**src/sv/srrc_pkg.sv**
```systemverilog
package srrc_pkg;

  // Field widths of the channels
  localparam int CP_W     = 21;
  localparam int DUR_W    = 25;
  localparam int CFG_W    = 16;
  localparam int VIS_W    = 12;
  localparam int RATE_W   = 17;
  localparam int STATUS_W = 2;

  // Defaults
  localparam int COUNT_WIDTH_DEF = 12;
  localparam logic [CFG_W-1:0] MIN_DUR_RESET = 16'd100;

  // Rate status codes
  localparam logic [STATUS_W-1:0] ST_COMPUTED     = 2'd0;
  localparam logic [STATUS_W-1:0] ST_NOT_POSITIVE = 2'd1;
  localparam logic [STATUS_W-1:0] ST_TOO_SHORT    = 2'd2;

  // Commands from the controller to the datapath
  typedef struct packed {
    logic accept;
    logic start;
    logic step;
    logic load_out;
  } ctrl_cmd_t;

  // Status from the datapath to the controller
  typedef struct packed {
    logic special;
    logic div_done;
  } dp_status_t;

endpackage

```
**src/sv/srrc_if.sv**
```systemverilog
interface srrc_item_if;
  logic                       valid;
  logic                       ready;
  logic [srrc_pkg::CP_W-1:0]  code_point;
  logic                       char_valid;
  logic                       is_last;
  logic signed [srrc_pkg::DUR_W-1:0] span_ms;

  modport source (output valid, code_point, char_valid, is_last, span_ms, input ready);
  modport sink   (input valid, code_point, char_valid, is_last, span_ms, output ready);
endinterface

interface srrc_result_if;
  logic                              valid;
  logic                              ready;
  logic [srrc_pkg::VIS_W-1:0]        visible_chars;
  logic signed [srrc_pkg::RATE_W-1:0] chars_per_second;
  logic [srrc_pkg::STATUS_W-1:0]     rate_status;

  modport source (output valid, visible_chars, chars_per_second, rate_status, input ready);
  modport sink   (input valid, visible_chars, chars_per_second, rate_status, output ready);
endinterface

interface srrc_cfg_if;
  logic                       valid;
  logic                       ready;
  logic [srrc_pkg::CFG_W-1:0] data;

  modport source (output valid, data, input ready);
  modport sink   (input valid, data, output ready);
endinterface

```
**src/sv/srrc_ctrl.sv**
```systemverilog
module srrc_ctrl (
  input  logic                   clk,
  input  logic                   rst,
  input  logic                   item_valid,
  input  logic                   item_last,
  output logic                   item_ready,
  output logic                   out_valid,
  input  logic                   out_ready,
  input  srrc_pkg::dp_status_t   sts,
  output srrc_pkg::ctrl_cmd_t    cmd
);

  localparam logic [1:0] S_IDLE = 2'd0;
  localparam logic [1:0] S_DIV  = 2'd1;
  localparam logic [1:0] S_HOLD = 2'd2;

  logic [1:0] state;
  logic [1:0] state_next;
  logic       out_valid_next;

  assign item_ready = (state == S_IDLE);

  // Sequence one entry: take items, divide, hand over the result
  always_comb begin
    state_next   = state;
    cmd          = '0;
    cmd.accept   = item_valid && item_ready;
    unique case (state)
      S_IDLE: begin
        if (cmd.accept && item_last) begin
          cmd.start  = 1'b1;
          state_next = sts.special ? S_HOLD : S_DIV;
        end
      end
      S_DIV: begin
        cmd.step = 1'b1;
        if (sts.div_done) begin
          state_next = S_HOLD;
        end
      end
      S_HOLD: begin
        if (!out_valid || out_ready) begin
          cmd.load_out = 1'b1;
          state_next   = S_IDLE;
        end
      end
      default: begin
        state_next = S_IDLE;
      end
    endcase
  end

  // Track the output register
  always_comb begin
    if (cmd.load_out) begin
      out_valid_next = 1'b1;
    end else if (out_ready) begin
      out_valid_next = 1'b0;
    end else begin
      out_valid_next = out_valid;
    end
  end

  always_ff @(posedge clk) begin
    if (rst) begin
      state     <= S_IDLE;
      out_valid <= 1'b0;
    end else begin
      state     <= state_next;
      out_valid <= out_valid_next;
    end
  end

endmodule

```
**src/sv/srrc_datapath.sv**
```systemverilog
module srrc_datapath #(
  parameter int COUNT_WIDTH = srrc_pkg::COUNT_WIDTH_DEF
) (
  input  logic                                 clk,
  input  logic                                 rst,
  input  srrc_pkg::ctrl_cmd_t                  cmd,
  output srrc_pkg::dp_status_t                 sts,
  input  logic [srrc_pkg::CP_W-1:0]            code_point,
  input  logic                                 char_valid,
  input  logic                                 is_last,
  input  logic signed [srrc_pkg::DUR_W-1:0]    span_ms,
  input  logic                                 cfg_we,
  input  logic [srrc_pkg::CFG_W-1:0]           cfg_data,
  output logic [srrc_pkg::VIS_W-1:0]           visible_chars,
  output logic signed [srrc_pkg::RATE_W-1:0]   chars_per_second,
  output logic [srrc_pkg::STATUS_W-1:0]        rate_status
);

  localparam int CPW    = srrc_pkg::CP_W;
  localparam int NUM_W  = COUNT_WIDTH + 10;
  localparam int STEP_W = $clog2(NUM_W);
  localparam int DMAG_W = srrc_pkg::DUR_W - 1;

  localparam logic [CPW-1:0] CH_TAB    = 21'h09;
  localparam logic [CPW-1:0] CH_LF     = 21'h0A;
  localparam logic [CPW-1:0] CH_CR_MAX = 21'h0D;
  localparam logic [CPW-1:0] CH_CR     = 21'h0D;
  localparam logic [CPW-1:0] CH_SPACE  = 21'h20;
  localparam logic [CPW-1:0] CH_BSLASH = 21'h5C;
  localparam logic [CPW-1:0] CH_LT     = 21'h3C;
  localparam logic [CPW-1:0] CH_GT     = 21'h3E;
  localparam logic [CPW-1:0] CH_LBRACE = 21'h7B;
  localparam logic [CPW-1:0] CH_RBRACE = 21'h7D;
  localparam logic [CPW-1:0] CH_UPPER_N = 21'h4E;
  localparam logic [CPW-1:0] CH_LOWER_N = 21'h6E;

  localparam logic [COUNT_WIDTH-1:0] CAP   = '1;
  localparam logic [NUM_W-1:0]       MUL_K = NUM_W'(1000);
  localparam logic [srrc_pkg::RATE_W-1:0] RATE_SAT = 17'd65535;
  localparam logic [srrc_pkg::RATE_W-1:0] RATE_NEG = '1;

  typedef struct packed {
    logic angle;
    logic brace;
    logic space_pend;
    logic seen;
  } tag_flags_t;

  typedef struct packed {
    tag_flags_t f;
    logic [1:0] inc;
  } tag_res_t;

  // One character through tag stripping and space collapsing
  function automatic tag_res_t tag_step(tag_flags_t f, logic [CPW-1:0] c);
    tag_res_t        r;
    logic [CPW-1:0]  cc;
    logic            ws;
    r.f   = f;
    r.inc = 2'd0;
    cc    = (c == CH_LF) ? CH_SPACE : c;
    ws    = (cc == CH_SPACE) || ((cc >= CH_TAB) && (cc <= CH_CR_MAX));
    if (!f.angle && !f.brace) begin
      if (c == CH_LT) begin
        r.f.angle = 1'b1;
      end else if (c == CH_LBRACE) begin
        r.f.brace = 1'b1;
      end else if (ws) begin
        if (f.seen) begin
          r.f.space_pend = 1'b1;
        end
      end else begin
        r.inc          = (f.seen && f.space_pend) ? 2'd2 : 2'd1;
        r.f.seen       = 1'b1;
        r.f.space_pend = 1'b0;
      end
    end else if (f.angle && (c == CH_GT)) begin
      r.f.angle = 1'b0;
    end else if (f.brace && (c == CH_RBRACE)) begin
      r.f.brace = 1'b0;
    end
    return r;
  endfunction

  // Entry state
  tag_flags_t             flags;
  logic                   held_bs;
  logic                   held_cr;
  logic [COUNT_WIDTH-1:0] count;
  logic [srrc_pkg::CFG_W-1:0] min_dur;

  // Break handling and tag chain
  logic                   a_vld, b_vld;
  logic [CPW-1:0]         a_ch, b_ch;
  logic                   held_bs_next, held_cr_next;
  logic                   consumed;
  tag_res_t               res_a, res_b;
  tag_flags_t             flags_mid, flags_next;
  logic [COUNT_WIDTH:0]   count_sum;
  logic [COUNT_WIDTH-1:0] count_sat;

  // Divider and result
  logic [NUM_W-1:0]       numq;
  logic [DMAG_W-1:0]      rem;
  logic [DMAG_W-1:0]      dur_q;
  logic [STEP_W-1:0]      step_cnt;
  logic [srrc_pkg::STATUS_W-1:0] code;
  logic [srrc_pkg::STATUS_W-1:0] code_in;
  logic [COUNT_WIDTH-1:0] vis_hold;
  logic [DMAG_W:0]        trial;
  logic [DMAG_W:0]        diff;
  logic                   ge;
  logic                   not_pos;
  logic                   too_short;
  logic [COUNT_WIDTH+srrc_pkg::VIS_W-1:0] vis_ext;

  // Turn line-break forms into newlines and pick up to two characters for the tag chain
  always_comb begin
    a_vld        = 1'b0;
    b_vld        = 1'b0;
    a_ch         = CH_LF;
    b_ch         = code_point;
    held_bs_next = held_bs;
    held_cr_next = held_cr;
    consumed     = 1'b0;
    if (char_valid) begin
      if (held_cr) begin
        held_cr_next = 1'b0;
        a_vld        = 1'b1;
        a_ch         = CH_LF;
        consumed     = (code_point == CH_LF);
      end
      if (held_bs && !consumed) begin
        held_bs_next = 1'b0;
        a_vld        = 1'b1;
        if ((code_point == CH_UPPER_N) || (code_point == CH_LOWER_N)) begin
          a_ch     = CH_LF;
          consumed = 1'b1;
        end else begin
          a_ch = CH_BSLASH;
        end
      end
      if (!consumed) begin
        if (code_point == CH_CR) begin
          held_cr_next = 1'b1;
        end else if (code_point == CH_BSLASH) begin
          held_bs_next = 1'b1;
        end else begin
          b_vld = 1'b1;
          b_ch  = code_point;
        end
      end
    end
    // Flush a held mark at the end of the entry
    if (is_last) begin
      if (held_cr_next) begin
        b_vld = 1'b1;
        b_ch  = CH_LF;
      end else if (held_bs_next) begin
        b_vld = 1'b1;
        b_ch  = CH_BSLASH;
      end
    end
  end

  always_comb begin
    res_a      = tag_step(flags, a_ch);
    flags_mid  = a_vld ? res_a.f : flags;
    res_b      = tag_step(flags_mid, b_ch);
    flags_next = b_vld ? res_b.f : flags_mid;
    count_sum  = {1'b0, count}
               + (COUNT_WIDTH+1)'(a_vld ? res_a.inc : 2'd0)
               + (COUNT_WIDTH+1)'(b_vld ? res_b.inc : 2'd0);
    count_sat  = (count_sum > {1'b0, CAP}) ? CAP : count_sum[COUNT_WIDTH-1:0];
  end

  // Classify the duration
  always_comb begin
    not_pos   = span_ms[srrc_pkg::DUR_W-1] || (span_ms == '0);
    too_short = (span_ms[DMAG_W-1:0] <= DMAG_W'(min_dur));
    if (not_pos) begin
      code_in = srrc_pkg::ST_NOT_POSITIVE;
    end else if (too_short) begin
      code_in = srrc_pkg::ST_TOO_SHORT;
    end else begin
      code_in = srrc_pkg::ST_COMPUTED;
    end
  end

  assign sts.special  = (code_in != srrc_pkg::ST_COMPUTED);
  assign sts.div_done = (step_cnt == '0);

  // Restoring division step
  always_comb begin
    trial = {rem, numq[NUM_W-1]};
    diff  = trial - {1'b0, dur_q};
    ge    = (trial >= {1'b0, dur_q});
  end

  assign vis_ext = {{srrc_pkg::VIS_W{1'b0}}, vis_hold};

  // Hold entry state and the configuration register
  always_ff @(posedge clk) begin
    if (rst) begin
      flags   <= '0;
      held_bs <= 1'b0;
      held_cr <= 1'b0;
      count   <= '0;
      min_dur <= srrc_pkg::MIN_DUR_RESET;
    end else begin
      if (cfg_we) begin
        min_dur <= cfg_data;
      end
      if (cmd.accept) begin
        if (is_last) begin
          flags   <= '0;
          held_bs <= 1'b0;
          held_cr <= 1'b0;
          count   <= '0;
        end else begin
          flags   <= flags_next;
          held_bs <= held_bs_next;
          held_cr <= held_cr_next;
          count   <= count_sat;
        end
      end
    end
  end

  // Load, iterate and deliver the rate
  always_ff @(posedge clk) begin
    if (cmd.start) begin
      numq     <= NUM_W'(count_sat) * MUL_K;
      rem      <= '0;
      dur_q    <= span_ms[DMAG_W-1:0];
      step_cnt <= STEP_W'(NUM_W - 1);
      code     <= code_in;
      vis_hold <= count_sat;
    end else if (cmd.step) begin
      numq     <= {numq[NUM_W-2:0], ge};
      rem      <= ge ? diff[DMAG_W-1:0] : trial[DMAG_W-1:0];
      step_cnt <= step_cnt - 1'b1;
    end
    if (cmd.load_out) begin
      visible_chars <= vis_ext[srrc_pkg::VIS_W-1:0];
      rate_status   <= code;
      unique case (code)
        srrc_pkg::ST_COMPUTED: begin
          chars_per_second <= (numq[NUM_W-1:16] != '0) ? RATE_SAT : {1'b0, numq[15:0]};
        end
        srrc_pkg::ST_TOO_SHORT: begin
          chars_per_second <= RATE_NEG;
        end
        default: begin
          chars_per_second <= '0;
        end
      endcase
    end
  end

endmodule

```
**src/sv/subtitle_reading_rate_counter.sv**
```systemverilog
// Counts the characters a reader sees in one subtitle entry, fed one code point per item,
// and gives the count with characters per second on the item marked last. Items that are not
// last are taken one per cycle. A last item starts a restoring divider that settles one
// quotient bit a cycle, then the output register is loaded; when the duration is not
// positive or too short the divider is skipped and the output register is loaded directly.
// No item is taken while the divider runs or while a finished result waits for the output
// register to free. The minimum duration register may be written at any time the block is
// idle and resets to 100 ms.
module subtitle_reading_rate_counter #(
  parameter int COUNT_WIDTH = srrc_pkg::COUNT_WIDTH_DEF
) (
  input  logic            clk,
  input  logic            rst,
  srrc_item_if.sink       item,
  srrc_result_if.source   result,
  srrc_cfg_if.sink        cfg
);

  srrc_pkg::ctrl_cmd_t  cmd;
  srrc_pkg::dp_status_t sts;

  // Always take configuration writes
  assign cfg.ready = 1'b1;

  srrc_ctrl u_ctrl (
    .clk        (clk),
    .rst        (rst),
    .item_valid (item.valid),
    .item_last  (item.is_last),
    .item_ready (item.ready),
    .out_valid  (result.valid),
    .out_ready  (result.ready),
    .sts        (sts),
    .cmd        (cmd)
  );

  srrc_datapath #(
    .COUNT_WIDTH (COUNT_WIDTH)
  ) u_datapath (
    .clk              (clk),
    .rst              (rst),
    .cmd              (cmd),
    .sts              (sts),
    .code_point       (item.code_point),
    .char_valid       (item.char_valid),
    .is_last          (item.is_last),
    .span_ms          (item.span_ms),
    .cfg_we           (cfg.valid && cfg.ready),
    .cfg_data         (cfg.data),
    .visible_chars    (result.visible_chars),
    .chars_per_second (result.chars_per_second),
    .rate_status      (result.rate_status)
  );

`ifndef NO_ASSERTIONS
  a_last_blocks: assert property (@(posedge clk) disable iff (rst)
    item.valid && item.ready && item.is_last |=> !item.ready)
    else $error("input still open after a last item");

  a_load_free: assert property (@(posedge clk) disable iff (rst)
    cmd.load_out |-> (!result.valid || result.ready))
    else $error("output register overwritten while full");

  a_step_busy: assert property (@(posedge clk) disable iff (rst)
    cmd.step |-> !item.ready && !cmd.accept)
    else $error("item taken while dividing");
`endif

endmodule

```
**src/flat_wrapper.sv**
```systemverilog
// flat-port wrapper written by rule: the top's interface ports become plain ports
module subtitle_reading_rate_counter_flat 
#(
  parameter int COUNT_WIDTH = srrc_pkg::COUNT_WIDTH_DEF
)
  (clk, rst, item_valid, item_code_point, item_char_valid, item_is_last, item_span_ms, item_ready, result_valid, result_visible_chars, result_chars_per_second, result_rate_status, result_ready, cfg_valid, cfg_data, cfg_ready);
  srrc_item_if item_i ();
  srrc_result_if result_i ();
  srrc_cfg_if cfg_i ();
  input  logic clk;
  input  logic rst;
  input wire logic [$bits(item_i.valid)-1:0] item_valid;
  input wire logic [$bits(item_i.code_point)-1:0] item_code_point;
  input wire logic [$bits(item_i.char_valid)-1:0] item_char_valid;
  input wire logic [$bits(item_i.is_last)-1:0] item_is_last;
  input wire logic [$bits(item_i.span_ms)-1:0] item_span_ms;
  output wire logic [$bits(item_i.ready)-1:0] item_ready;
  output wire logic [$bits(result_i.valid)-1:0] result_valid;
  output wire logic [$bits(result_i.visible_chars)-1:0] result_visible_chars;
  output wire logic [$bits(result_i.chars_per_second)-1:0] result_chars_per_second;
  output wire logic [$bits(result_i.rate_status)-1:0] result_rate_status;
  input wire logic [$bits(result_i.ready)-1:0] result_ready;
  input wire logic [$bits(cfg_i.valid)-1:0] cfg_valid;
  input wire logic [$bits(cfg_i.data)-1:0] cfg_data;
  output wire logic [$bits(cfg_i.ready)-1:0] cfg_ready;
  assign item_i.valid = item_valid;
  assign item_i.code_point = item_code_point;
  assign item_i.char_valid = item_char_valid;
  assign item_i.is_last = item_is_last;
  assign item_i.span_ms = item_span_ms;
  assign item_ready = item_i.ready;
  assign result_valid = result_i.valid;
  assign result_visible_chars = result_i.visible_chars;
  assign result_chars_per_second = result_i.chars_per_second;
  assign result_rate_status = result_i.rate_status;
  assign result_i.ready = result_ready;
  assign cfg_i.valid = cfg_valid;
  assign cfg_i.data = cfg_data;
  assign cfg_ready = cfg_i.ready;
  subtitle_reading_rate_counter #(.COUNT_WIDTH(COUNT_WIDTH)) u_core (.clk(clk), .rst(rst), .item(item_i), .result(result_i), .cfg(cfg_i));
endmodule
```
**config.mk**
```make
export PLATFORM = sky130hd
export DESIGN_NAME = subtitle_reading_rate_counter_flat
export DESIGN_NICKNAME = d
export VERILOG_FILES = /design/src/sv/srrc_pkg.sv /design/src/sv/srrc_if.sv /design/src/sv/srrc_ctrl.sv /design/src/sv/srrc_datapath.sv /design/src/sv/subtitle_reading_rate_counter.sv /design/src/flat_wrapper.sv
export SDC_FILE = /design/constraint.sdc
export NUM_CORES = 1
export LEC_CHECK = 0
export BUFFER_PORTS_ARGS = -buffer_cell sky130_fd_sc_hd__buf_4
export CORE_MARGIN = 5
export CORE_UTILIZATION = 35
export CTS_BUF_LIST = sky130_fd_sc_hd__clkbuf_4
export DETAILED_ROUTE_END_ITERATION = 12
export GPL_ROUTABILITY_DRIVEN = 0
export RECOVER_POWER = 100
export SYNTH_ARGS = -nofsm -noshare
export SYNTH_HDL_FRONTEND = slang
export SYNTH_SLANG_ARGS = --single-unit
```
**constraint.sdc**
```tcl
create_clock -name clk -period 16 [get_ports clk]
set_clock_uncertainty 0.1 [all_clocks]
set_input_delay 3.2 -clock clk [delete_from_list [all_inputs] [get_ports clk]]
set_output_delay 3.2 -clock clk [all_outputs]
set_load 0.01 [all_outputs]
```
==> out/qor.csv <==
stage,metric,value,unit
drt,remaining routing DRC violations,0,
clocking,clock buffer count from CTS,17,
sta,post-route clock period utilization,74.13,%
layout,"leading cell types in the layout, fill and taps excluded","121 x nor2_1, 116 x inv_1, 88 x edfxtp_1",
drt,number of DRC markers after the initial detailed-route iteration,427,
place,number of buffers inserted by port buffering,101,
critical_path,delay contributed by the slowest stage of the critical path,0.63,ns
layout,area of the multi-input gates,5420,sq um
critical_path,top fanout value on the critical path,14,
outcome,result of the run,"finished, violations left",
die,horizontal extent of the die,179.6,um
drt,number of nets with antenna violations after detailed routing,0,
synth,prevailing post-synth register cell,edfxtp_1,
worst_hold_path,number of cells on the worst hold path,0,
worst_hold_path,classification of the worst-slack hold path,reg2reg,
synth,asr flop ratio synth,0,%
clocking,clock net sink count,157,
critical_path,cell type with the highest occurrence count on the critical path,fa_1,
layout,Area Growth Syn to Fin,11.77,%
sta,slew at the pin with the worst max-slew slack,3.258,ns
layout,share of cells above drive strength 1,8.392,%
drt,average wire length per cell after detail routing,14.92,um
sta,final hold viol count,0,
sta,final count of negative-setup-slack endpoints,0,
clocking,H-tree depth,4,
critical_path,Worst Reg-to-Reg Cells,30,
layout,final-stage net count,1326,
job,Maximum Capacitance Violations,3,
sta,time the final worst path needs with I/O delays and setup,11.86,ns
critical_path,Crit. End Element,flop,
clocking,root buffer cell,clkbuf_4,
critical_path,arrival time of data at the critical path endpoint,12.02,ns
die,full die area,32250,sq um
global_routing,wire length of the first global-routing pass,38670,um
synth,sequential-to-total area share from yosys stat,39.98,%
synth,Syn Area/Cell,9.640,sq um
clocking,clock slew at the register clock pins of the worst setup and hold paths,0.16,ns
critical_path,worst-path cell with the longest stage delay,or4_1,
power,maximum resistive drop on vdd,36.67,uV
global_routing,global router's overall resource usage,14.24,%
critical_path,critical path class,in2reg,
synth,post-synth design cell area,10060,sq um
global_routing,initial antenna violation count,1,
drt,via count,7612,
clocking,clock latency reported for the late side of the worst-skew pair,0.57,ns
place,dpl hpwl,17150,um
synth,Post-synth EDFFs,88,
layout,storage element area,4024,sq um
sta,setup slack of the critical path after layout,4.139,ns
global_routing,total gr overflow,0,
power,Static Leak,4.741,nW
critical_path,Worst setup SP type,input pin,
drt,DRT Wirelength,22810,um
sta,count of final max-slew check failures,130,
die,core region area,28550,sq um
drt,average via count per standard cell,4.978,
clocking,CTS tree,done,
sta,Setup Total Neg Slack,0,ns
drt,first drt pass iteration count,4,
critical_path,critical path data required time,16.16,ns
synth,number of flip-flops and latches in the synthesized netlist,157,
synth,Syn Inst Count,1044,
die,Starting Density,35.26,%
synth,number of warnings reported in the yosys synthesis log,0,
synth,number of library cell types mapped by synthesis,76,
die,placement row count,62,
power,pwr dens,83.51,nW/um^2
clocking,number of buffers inserted by hold repair at cts,0,
place,setup slack after placement,3.749,ns
sta,Rel. slew slack,-117.2,%
global_routing,pin count of the biggest net entering global routing,61,
layout,Filler Cells Inserted,2973,
global_routing,number of global-route vias before repair,7556,
sta,Peak Freq,84.31,MHz
synth,Synthesized Nets,1239,
clocking,Max Root-Sink Buffers,2,
die,die height,179.6,um
die,I/O pins,103,
layout,most common library cell in the layout ignoring fill and taps,nor2_1,
clocking,Post-CTS Repair Setup Buffers,0,
outcome,violations in the final reports,"max-capacitance violations, max-slew violations",
sta,setup repair after global routing missed its margin,no,
clocking,number of gates resized after CTS,0,
-- per-stage QoR --
step / cells / power [mW] / util, % / cell area [sq um] / hold slack, ns
global placement: 1496 / 0.7063 / 39.22 / 11200 / 0.3056
floorplan: 1044 / 0.6449 / - / 10060 / 0.3003
finish: 1529 / 0.9394 / 39.41 / 11250 / 0.3409
detailed placement: 1496 / 0.7092 / 39.22 / 11200 / 0.3062
CTS: 1528 / 0.9576 / 40.25 / 11490 / 0.3428
global route: 1529 / 1.000 / 39.41 / 11250 / 0.3581
-- flip-flops by register name, summed over array words and instances, names as in the netlist, 12 cells and up --
name	cells
u_core.u_datapath.dur_q	24
u_core.u_datapath.rem	24
u_core.u_datapath.numq	22
u_core.u_datapath.chars_per_second	17
u_core.u_datapath.min_dur	16
u_core.u_datapath.count	12
u_core.u_datapath.vis_hold	12
u_core.u_datapath.visible_chars	12
-- Yosys cell counts, types with 4 or more instances --
library cell / instances / area [sq um]
a211o_1: 4 / 35.03
fa_1: 39 / 780.8
a211oi_1: 17 / 127.6
o31ai_1: 5 / 37.54
a22o_1: 7 / 61.31
edfxtp_1: 88 / 2643
nor4_1: 14 / 87.58
o211ai_1: 7 / 52.55
dfxtp_1: 69 / 1381
and3_1: 9 / 56.30
nand2_1: 70 / 262.8
and2_1: 8 / 50.05
nand2b_1: 10 / 62.56
o21bai_1: 4 / 30.03
o21ai_0: 32 / 160.2
nor3_1: 26 / 130.1
nand3_1: 25 / 125.1
clkbuf_1: 30 / 112.6
a21oi_1: 46 / 230.2
a21o_1: 16 / 120.1
nor2b_1: 9 / 56.30
o21a_1: 6 / 45.04
xnor2_1: 23 / 201.4
o21ai_1: 15 / 75.07
xor2_1: 20 / 175.2
ha_1: 87 / 1089
or3_1: 4 / 25.02
mux2i_1: 17 / 170.2
a22oi_1: 12 / 90.09
inv_1: 117 / 439.2
nand4_1: 13 / 81.33
a31oi_1: 10 / 62.56
or2_2: 4 / 25.02
nor2_1: 120 / 450.4
-- critical path, delay by kind of cell --
| family | cells | cell delay (ns) |
|---|---|---|
| compound gates | 11 | 2.89 |
| xor+xnor | 1 | 0.14 |
| fa+ha+maj | 7 | 2.96 |
| buf+inv | 3 | 0.38 |
| simple gates | 8 | 2.42 |
-- logic make-up (layout without fill, tap and decap cells) --
logic type	after synthesis	in the layout	synth area share, %
compound gates	215	215	14.46
xor+xnor	43	43	3.742
fa+ha+maj	126	126	18.57
buf+inv	156	256	6.116
flops	157	157	39.98
mux	17	17	1.691
other cells	1	2	0.03726
simple gates	329	329	15.40
-- layer usage --
layer | vias to the layer above | wire length [um] | part of all wire (%) | global-route usage (%)
met4 | 0 | 364 | 1.6 | 4.237
met3 | 25 | 982 | 4.3 | 2.567
met1 | 3571 | 11400 | 50 | 20.35
li1 | 3854 | - | - | -
met5 | - | 0 | 0 | 0
met2 | 162 | 10060 | 44 | 22.12
-- cell type report --
type / instances / share of cell area, %
diodes: 1 / 0.02224
clock buffers: 17 / 1.134
clock inverters: 15 / 1.479
inverters: 118 / 3.937
multi-input cells: 731 / 48.18
flip-flops and latches: 157 / 35.77
well taps: 384 / 4.271
repair buffers: 106 / 5.205
-- final timing paths --
kind / slack, ns / end / from
worst min-delay path: 0.34 / u_core.u_datapath.visible_chars[10]$_DFFE_PP_ / u_core.u_datapath.vis_hold[10]$_DFFE_PP_
worst max register to register: 7.56 / u_core.u_datapath.numq[21]$_DFFE_PP_ / u_core.u_datapath.held_cr$_SDFFE_PP0P_
worst max-delay path: 4.14 / u_core.u_datapath.numq[21]$_DFFE_PP_ / item_code_point[8]
worst min register to register: 0.34 / u_core.u_datapath.visible_chars[10]$_DFFE_PP_ / u_core.u_datapath.vis_hold[10]$_DFFE_PP_
-- where the power goes --
| part | internal [mW] | switching [mW] | leakage (nW) | total, mW |
|---|---|---|---|---|
| combinational | 0.0917 | 0.128 | 3.20 | 0.219 |
| sequential | 0.457 | 0.0195 | 1.38 | 0.477 |
| clock | 0.0730 | 0.170 | 0.160 | 0.243 |
| total | 0.622 | 0.318 | 4.74 | 0.939 |
(Power assumes the default switching activity.)
